--- src/rtl/core/bcrw_pkg.sv ---
// Shared types, constants and corner logic for the corner rounding window.
`default_nettype none

package bcrw_pkg;

    localparam int MAX_WIDTH   = 128;
    localparam int COL_W       = 7;
    localparam int FIFO_DEPTH  = 4;
    localparam int PTR_W       = 2;
    localparam int CNT_W       = 3;
    localparam int PADDR_W     = 3;
    localparam int PDATA_W     = 32;
    localparam int CFG_W       = 8;

    localparam logic REG_ROW_WIDTH = 1'b0;

    typedef struct packed {
        logic [COL_W-1:0] column;
        logic             centre;
        logic             upper_left;
        logic             upper_right;
        logic             lower_left;
        logic             lower_right;
        logic             row_end;
    } res_t;

    typedef struct packed {
        logic             acc;
        logic             clear;
        logic [COL_W-1:0] wr_addr;
        logic [1:0]       wr_data;
        logic [COL_W-1:0] rd_addr;
    } rb_ctrl_t;

    // window bit k*3+y: k is column (left, centre, right), y is row (top, mid, bottom)
    function automatic res_t make_res(input logic [8:0] win, input logic [COL_W-1:0] col,
                                      input logic last);
        res_t r;
        logic c, up, dn, lf, rt;
        c  = win[4];
        up = win[3];
        dn = win[5];
        lf = win[1];
        rt = win[7];
        r.column = col;
        r.centre = c;
        if (c)
        begin
            r.upper_left  = lf | up | win[0];
            r.upper_right = up | rt | win[6];
            r.lower_left  = lf | dn | win[2];
            r.lower_right = rt | dn | win[8];
        end
        else
        begin
            r.upper_left  = lf & up;
            r.upper_right = up & rt;
            r.lower_left  = lf & dn;
            r.lower_right = rt & dn;
        end
        r.row_end = last;
        return r;
    endfunction

endpackage

`default_nettype wire

--- src/rtl/core/bcrw_row_buf.sv ---
// Two-row history memory with prefetched read, write bypass and per-column valid bits.
`default_nettype none

module bcrw_row_buf (
    input  wire logic              clk,
    input  wire logic              rst_n,
    input  wire bcrw_pkg::rb_ctrl_t ctrl,
    output logic [1:0]             rd_bits
);

    logic [1:0] mem [bcrw_pkg::MAX_WIDTH];
    logic [bcrw_pkg::MAX_WIDTH-1:0] valid_reg, valid_next;
    logic [1:0] rd_data_reg;
    logic       rd_valid_reg;

    always_comb
    begin
        valid_next = ctrl.clear ? '0 : valid_reg;
        valid_next[ctrl.wr_addr] = 1'b1;
    end

    always_ff @(posedge clk)
    begin
        if (ctrl.acc)
        begin
            mem[ctrl.wr_addr] <= ctrl.wr_data;
            if (ctrl.rd_addr == ctrl.wr_addr)
            begin
                rd_data_reg <= ctrl.wr_data;
            end
            else
            begin
                rd_data_reg <= mem[ctrl.rd_addr];
            end
        end
    end

    always_ff @(posedge clk or negedge rst_n)
    begin
        if (!rst_n)
        begin
            valid_reg    <= '0;
            rd_valid_reg <= 1'b0;
        end
        else if (ctrl.acc)
        begin
            valid_reg <= valid_next;
            if (ctrl.rd_addr == ctrl.wr_addr)
            begin
                rd_valid_reg <= 1'b1;
            end
            else
            begin
                rd_valid_reg <= !ctrl.clear && valid_reg[ctrl.rd_addr];
            end
        end
    end

    assign rd_bits = rd_valid_reg ? rd_data_reg : 2'b00;

endmodule

`default_nettype wire

--- src/rtl/core/bcrw_res_fifo.sv ---
// Small result queue taking up to two results per cycle and giving one while rsp_stall is low.
`default_nettype none

module bcrw_res_fifo (
    input  wire logic           clk,
    input  wire logic           rst_n,
    input  wire logic [1:0]     push_n,
    input  wire bcrw_pkg::res_t push_a,
    input  wire bcrw_pkg::res_t push_b,
    output logic                full2,
    output logic                rsp_valid,
    input  wire logic           rsp_stall,
    output bcrw_pkg::res_t      rsp_data
);

    bcrw_pkg::res_t q [bcrw_pkg::FIFO_DEPTH];
    logic [bcrw_pkg::PTR_W-1:0] wr_ptr_reg, wr_ptr_next;
    logic [bcrw_pkg::PTR_W-1:0] rd_ptr_reg, rd_ptr_next;
    logic [bcrw_pkg::CNT_W-1:0] count_reg, count_next;
    logic [bcrw_pkg::PTR_W-1:0] wr_ptr_b;
    logic                       pop;

    assign pop       = rsp_valid && !rsp_stall;
    assign wr_ptr_b  = wr_ptr_reg + 1'b1;
    assign rsp_valid = count_reg != '0;
    assign rsp_data  = q[rd_ptr_reg];
    assign full2     = count_reg > bcrw_pkg::CNT_W'(bcrw_pkg::FIFO_DEPTH - 2);

    always_comb
    begin
        wr_ptr_next = wr_ptr_reg + push_n;
        rd_ptr_next = rd_ptr_reg + bcrw_pkg::PTR_W'(pop);
        count_next  = count_reg + bcrw_pkg::CNT_W'(push_n) - bcrw_pkg::CNT_W'(pop);
    end

    always_ff @(posedge clk)
    begin
        if (push_n != 2'd0)
        begin
            q[wr_ptr_reg] <= push_a;
        end
        if (push_n == 2'd2)
        begin
            q[wr_ptr_b] <= push_b;
        end
    end

    always_ff @(posedge clk or negedge rst_n)
    begin
        if (!rst_n)
        begin
            wr_ptr_reg <= '0;
            rd_ptr_reg <= '0;
            count_reg  <= '0;
        end
        else
        begin
            wr_ptr_reg <= wr_ptr_next;
            rd_ptr_reg <= rd_ptr_next;
            count_reg  <= count_next;
        end
    end

endmodule

`default_nettype wire

--- src/rtl/core/bitmap_corner_rounding_window.sv ---
// Top level of the corner rounding window: counters, window, config port and checks.
`default_nettype none

// Streams a one-bit raster in row order, one pixel per clock, and for each cell of the
// previous row gives its centre bit and four rounded-corner bits. A new pixel is taken every
// cycle while fewer than three results wait; a row of row_width pixels yields row_width
// results, the last column giving two results in one cycle when the row is wider than one,
// absorbed by a four-entry result queue that drains one per cycle while rsp_stall is low.
// Row history lives in a 128x2 memory read one column ahead, so a pixel's results are
// queued at the edge that takes it and show at the output once earlier results have gone.
// Output starts with the second row; end each image with a blank row. frame_start clears
// all history at once. row_width 0 acts as 1 and values above 128 act as 128.
module bitmap_corner_rounding_window (
    input  wire logic                            clk,
    input  wire logic                            rst_n,
    input  wire logic                            req_valid,
    output logic                                 req_stall,
    input  wire logic                            pixel,
    input  wire logic                            frame_start,
    output logic                                 rsp_valid,
    input  wire logic                            rsp_stall,
    output logic [bcrw_pkg::COL_W-1:0]           column,
    output logic                                 centre,
    output logic                                 upper_left,
    output logic                                 upper_right,
    output logic                                 lower_left,
    output logic                                 lower_right,
    output logic                                 row_end,
    input  wire logic                            psel,
    input  wire logic                            penable,
    input  wire logic                            pwrite,
    input  wire logic [bcrw_pkg::PADDR_W-1:0]    paddr,
    input  wire logic [bcrw_pkg::PDATA_W-1:0]    pwdata,
    output logic [bcrw_pkg::PDATA_W-1:0]         prdata,
    output logic                                 pready
);

    logic [bcrw_pkg::CFG_W-1:0] row_width_reg;
    logic [bcrw_pkg::COL_W-1:0] col_cnt_reg, col_cnt_next;
    logic [1:0]                 rows_seen_reg, rows_seen_next;
    logic [8:0]                 win_reg, win_next;

    logic                       req_acc;
    logic                       full2;
    logic [bcrw_pkg::COL_W-1:0] c_cur, wm1;
    logic                       last, active;
    logic [1:0]                 rd_bits;
    logic                       top, mid;
    logic [2:0]                 colv;
    logic [8:0]                 win2;
    logic                       first_en, second_en;
    logic [1:0]                 push_n;
    bcrw_pkg::res_t             res_first, res_second, push_a, push_b, rsp_data;
    bcrw_pkg::rb_ctrl_t         rb_ctrl;
    logic [1:0]                 base_rows;

    assign pready    = 1'b1;
    assign req_stall = full2;
    assign req_acc   = req_valid && !req_stall;

    always_comb
    begin
        if (paddr[2] == bcrw_pkg::REG_ROW_WIDTH)
        begin
            prdata = bcrw_pkg::PDATA_W'(row_width_reg);
        end
        else
        begin
            prdata = '0;
        end
    end

    always_ff @(posedge clk or negedge rst_n)
    begin
        if (!rst_n)
        begin
            row_width_reg <= bcrw_pkg::CFG_W'(bcrw_pkg::MAX_WIDTH);
        end
        else if (psel && penable && pwrite && pready && paddr[2] == bcrw_pkg::REG_ROW_WIDTH)
        begin
            row_width_reg <= pwdata[bcrw_pkg::CFG_W-1:0];
        end
    end

    always_comb
    begin
        if (row_width_reg == '0)
        begin
            wm1 = '0;
        end
        else if (row_width_reg > bcrw_pkg::CFG_W'(bcrw_pkg::MAX_WIDTH))
        begin
            wm1 = bcrw_pkg::COL_W'(bcrw_pkg::MAX_WIDTH - 1);
        end
        else
        begin
            wm1 = bcrw_pkg::COL_W'(row_width_reg - 1'b1);
        end
    end

    always_comb
    begin
        c_cur     = frame_start ? '0 : col_cnt_reg;
        last      = c_cur >= wm1;
        active    = !frame_start && rows_seen_reg != 2'd0;
        top       = !frame_start && rd_bits[1];
        mid       = !frame_start && rd_bits[0];
        colv      = {pixel, mid, top};
        if (c_cur == '0)
        begin
            win_next = {colv, 6'b0};
        end
        else
        begin
            win_next = {colv, win_reg[8:3]};
        end
        win2      = {3'b000, win_next[8:3]};
        first_en  = active && c_cur != '0;
        second_en = active && last;
        res_first  = bcrw_pkg::make_res(win_next, c_cur - 1'b1, 1'b0);
        res_second = bcrw_pkg::make_res(win2, c_cur, 1'b1);
        push_a     = first_en ? res_first : res_second;
        push_b     = res_second;
        if (!req_acc)
        begin
            push_n = 2'd0;
        end
        else
        begin
            push_n = {1'b0, first_en} + {1'b0, second_en};
        end
        col_cnt_next = last ? '0 : c_cur + 1'b1;
        base_rows    = frame_start ? 2'd0 : rows_seen_reg;
        if (last && base_rows != 2'd3)
        begin
            rows_seen_next = base_rows + 1'b1;
        end
        else
        begin
            rows_seen_next = base_rows;
        end
        rb_ctrl.acc     = req_acc;
        rb_ctrl.clear   = frame_start;
        rb_ctrl.wr_addr = c_cur;
        rb_ctrl.wr_data = {mid, pixel};
        rb_ctrl.rd_addr = col_cnt_next;
    end

    always_ff @(posedge clk or negedge rst_n)
    begin
        if (!rst_n)
        begin
            col_cnt_reg   <= '0;
            rows_seen_reg <= '0;
            win_reg       <= '0;
        end
        else if (req_acc)
        begin
            col_cnt_reg   <= col_cnt_next;
            rows_seen_reg <= rows_seen_next;
            win_reg       <= win_next;
        end
    end

    bcrw_row_buf u_row_buf (
        .clk     (clk),
        .rst_n   (rst_n),
        .ctrl    (rb_ctrl),
        .rd_bits (rd_bits)
    );

    bcrw_res_fifo u_res_fifo (
        .clk       (clk),
        .rst_n     (rst_n),
        .push_n    (push_n),
        .push_a    (push_a),
        .push_b    (push_b),
        .full2     (full2),
        .rsp_valid (rsp_valid),
        .rsp_stall (rsp_stall),
        .rsp_data  (rsp_data)
    );

    assign column      = rsp_data.column;
    assign centre      = rsp_data.centre;
    assign upper_left  = rsp_data.upper_left;
    assign upper_right = rsp_data.upper_right;
    assign lower_left  = rsp_data.lower_left;
    assign lower_right = rsp_data.lower_right;
    assign row_end     = rsp_data.row_end;

`ifndef SYNTH
    a_no_result_in_first_row: assert property (@(posedge clk) disable iff (!rst_n)
        (push_n != 2'd0) |-> (rows_seen_reg != 2'd0 && !frame_start))
        else $error("result produced before second row");

    a_wrap_on_last: assert property (@(posedge clk) disable iff (!rst_n)
        (req_acc && last) |=> (col_cnt_reg == '0))
        else $error("column counter did not wrap");

    a_frame_restart: assert property (@(posedge clk) disable iff (!rst_n)
        (req_acc && frame_start && wm1 != '0) |=> (col_cnt_reg == 7'd1 && rows_seen_reg == 2'd0))
        else $error("frame start did not restart the row");
`endif

endmodule

`default_nettype wire
--- config.mk ---
export PLATFORM = sky130hd
export DESIGN_NAME = bitmap_corner_rounding_window
export DESIGN_NICKNAME = d
export VERILOG_FILES = /design/src/rtl/core/bcrw_pkg.sv /design/src/rtl/core/bcrw_row_buf.sv /design/src/rtl/core/bcrw_res_fifo.sv /design/src/rtl/core/bitmap_corner_rounding_window.sv
export SDC_FILE = /design/constraint.sdc
export NUM_CORES = 1
export LEC_CHECK = 0
export ABC_AREA = 1
export ABC_CLOCK_PERIOD_IN_PS = 3900
export BUFFER_PORTS_ARGS = -buffer_cell sky130_fd_sc_hd__buf_2
export CORE_AREA = 4 4 206 208
export CTS_CLUSTER_DIAMETER = 30
export DETAILED_ROUTE_END_ITERATION = 16
export DIE_AREA = 0 0 210 212
export GPL_ROUTABILITY_DRIVEN = 0
export PLACE_DENSITY = 0.76
export SLEW_MARGIN = 25
export SYNTH_ARGS = -nofsm -noshare
export SYNTH_HDL_FRONTEND = slang
export SYNTH_HIERARCHICAL = 1
export SYNTH_SLANG_ARGS = --single-unit
--- constraint.sdc ---
create_clock -name clk -period 3.9 [get_ports clk]
set_input_delay 0.78 -clock clk [delete_from_list [all_inputs] [get_ports clk]]
set_output_delay 0.78 -clock clk [all_outputs]
set_load 0.05 [all_outputs]
==> results.sh <==
export IMPL_synth_xor_xnor_area_share_pct=0.4284
export IMPL_start_util_pct=55.45
export IMPL_slew_headroom_pct=49.13
export IMPL_remaining_drc_errors=0
export IMPL_drt_total_wl_um=59700
export IMPL_status="complete, no violations"
export IMPL_synthSimpleGateAreaFrac_pct=26.27
export IMPL_final_cell_mix="nand2_1 (740), nand3_1 (386), edfxtp_1 (310)"
export IMPL_fin_skew_ns=0.03373
export IMPL_worst_setup_path_end_kind="flip-flop"
export IMPL_place_ws_ns=0.08223
export IMPL_final_core_util_pct=66.85
export IMPL_cap_violations=0
export IMPL_grt_pass1_vias=18040
export IMPL_finalSetupViolCount=0
export IMPL_startpoint_type="flip-flop"
export IMPL_min_path_type="in -> async"
export IMPL_synth_top_family_by_area="simple AND/OR/NAND/NOR gates"
export IMPL_finalInstanceArea_mm2=0.02711
export IMPL_fmax_mhz=264.1
export IMPL_largest_reg_flops=256
export IMPL_yosysSeqAreaShare_pct=59.09
export IMPL_die_y_um=212
export IMPL_nNetsFinal=2584
export IMPL_drt_initial_drc_count=2006
export IMPL_drt_pass1_iterations=6
export IMPL_tns_ns=0
export IMPL_crit_start="row_width_reg[1]"
export IMPL_synth_edff_count=310
export IMPL_cts_tree="yes"
export IMPL_core_area_mm2=0.04055
export IMPL_synth_cell_area_mm2=0.02249
export IMPL_rrSetupSlack_ns=0.11
export IMPL_cts_sinks=469
export IMPL_vias=18230
export IMPL_ys_ff_latch=469
export IMPL_yosysWarnings=6
export IMPL_synthToLayoutAreaGrowth_pct=20.55
export IMPL_setup_slack_ns=0.1140
export IMPL_ir_worst_vdd_mv=0.6074
export IMPL_grt_pass1_wl_um=93660
export IMPL_n_fill_cell=2903
export IMPL_synth_compound_area_share_pct=6.548
export IMPL_synth_area_mux_share_pct=0
export IMPL_clk_pin_slew_ns=0.05
export IMPL_drv_slew=0
export IMPL_cts_buffers=95
export IMPL_antenna_found_initial=0
export IMPL_syn_area_per_cell_um2=9.221
export IMPL_required_ns=4.26
export IMPL_cpPeakStageDelay_ns=0.37
export IMPL_cp_max_fo=39
export IMPL_place_inst=2951
export IMPL_min_period_ns=3.786
export IMPL_cts_htree_levels=3
export IMPL_final_layout_size_suffix_gt1_share_pct=15.17
export IMPL_r2r_end="u_row_buf/rd_data_reg[1]"
export IMPL_rows=74
export IMPL_die_area_mm2=0.04452
export IMPL_r2r_start="row_width_reg[1]"
export IMPL_p_per_area_mw_per_mm2=727.7
export IMPL_grt_max_degree=74
export IMPL_num_io_pins=92
export IMPL_grt_usage_pct=26.22
export IMPL_clk_latency_ns=0.64
export IMPL_cp_slowest_cell="dfrtp_1"
export IMPL_grt_overflow=0
export IMPL_port_buffers=40
export IMPL_tightest_slew_ns=0.7631
export IMPL_wl_per_cell_um=19.04
export IMPL_ys_types=41
export IMPL_ff2ff_path_depth=26
export IMPL_syn_inst=2439
export IMPL_crit_arrival_ns=4.14
export IMPL_crit_top_cell="nand2_1"
export IMPL_synth_fa_ha_area_share_pct=1.035
export IMPL_cts_root_buf="clkbuf_16"
export IMPL_leakage_nw=10.99
export IMPL_ant_nets=0
export IMPL_synthArstFlopShare_pct=33.90
export IMPL_ys_flop_type="edfxtp_1"
export IMPL_fin_crit_sh_pct=97.08
export IMPL_crit_end="u_row_buf/rd_data_reg[1]"
export IMPL_finalNonFillerCells=3135
export IMPL_final_common_cell="nand2_1"
export IMPL_diodes=0
export IMPL_die_width_um=210
export IMPL_rsz0062_at_grt="yes"
export IMPL_routed_via_density=5.813
export IMPL_hpwl_um=33680
export IMPL_critPathKind="reg -> reg"
export IMPL_place_area_mm2=0.02339
export IMPL_hold_viol=0
export IMPL_clockBufferDepth=3
cell families (layout without fill, tap and decap cells):
group	after synthesis	after routing
buffers and inverters	277	417
flip-flops	469	469
XOR/XNOR	11	11
adder cells (fa/ha/maj)	18	18
AO/OA/AOI/OAI	262	262
AND/OR/NAND/NOR	1400	1400
other	2	26
area by class of cell:
cell class	instances	area, µm²	area share [%]
Clock buffer	113	2570	9.480
Tap cell	532	665.6	2.455
Inverter	102	396.6	1.463
Timing Repair Buffer	137	1282	4.731
Multi-Input combinational cell	1717	7948	29.32
Sequential cell	469	13290	49.02
Clock inverter	65	958.4	3.535
routing by layer:
metal	global-route usage (%)	up-vias	routed length (µm)
met2	44.12	958	29430
met1	33.30	8731	22970
met4	10.98	0	2174
met5	0	-	0
li1	-	8339	-
met3	5.666	197	5136
through the flow:
stage                     hold WS [ns]  total power, mW
after floorplan                 0.4450            9.403
after global placement          0.4615            10.71
after detailed placement        0.4727            10.83
after CTS                       0.1888            19.62
after global routing            0.1935            20.51
final                           0.1627            19.73
worst min path at each step:
stage          cells after the start                        to                     start  slack (ns)
2_1_floorplan                      2                win_reg[3]                win_reg[3]        0.45
3_3_place_gp                       2  u_res_fifo/rd_ptr_reg[1]  u_res_fifo/rd_ptr_reg[1]        0.46
3_5_place_dp                       2   u_row_buf/valid_reg[27]   u_row_buf/valid_reg[27]        0.47
4_1_cts                            1   u_row_buf/valid_reg[85]                     rst_n        0.19
5_1_grt                            1  u_res_fifo/rd_ptr_reg[0]                     rst_n        0.19
6_report                           1  u_res_fifo/rd_ptr_reg[0]                     rst_n        0.16
critical path: cells and delay by family, from the launching register on:
family                     cells  cell delay, ns
DFF                            1            0.37
AOI/OAI and AO/OA              2            0.15
buffers and inverters          5            0.75
adders and majority gates      2            0.52
xor gates and xnor gates       1            0.18
and+or+nand+nor               16            1.49
repair_timing:
item	4_1_cts	5_1_grt
buffers inserted	0	4
resized for setup	0	18
endpoints found under the hold margin	0	0
endpoints found under the setup margin	0	57
hold buffers	0	0
synth_stat cells, drive strengths merged, types with 2 or more instances:
cell type / n / area share, %
dfrtp: 158 / 18
clkbuf: 59 / 0.98
nand3: 390 / 8.7
o31ai: 4 / 0.13
conb: 2 / 0.033
edfxtp: 310 / 41
nor2: 228 / 4.0
nand4: 9 / 0.25
nand2: 757 / 13
xor2: 9 / 0.35
o21ai: 242 / 6.0
buf: 116 / 3.9
nor3: 11 / 0.27
clkinv: 4 / 0.067
xnor2: 2 / 0.078
ha: 17 / 0.95
nor4: 2 / 0.083
a21oi: 14 / 0.31
inv: 98 / 1.7
power by group:
group          total (mW)  internal (mW)  switching (mW)  leakage, nW
sequential           5.74           5.58           0.160         5.02
combinational        5.27           1.59            3.68         4.27
clock                8.72           5.95            2.77         1.70
total                19.7           13.1            6.60         11.0
No activity file was read; power rests on OpenSTA's default activity.
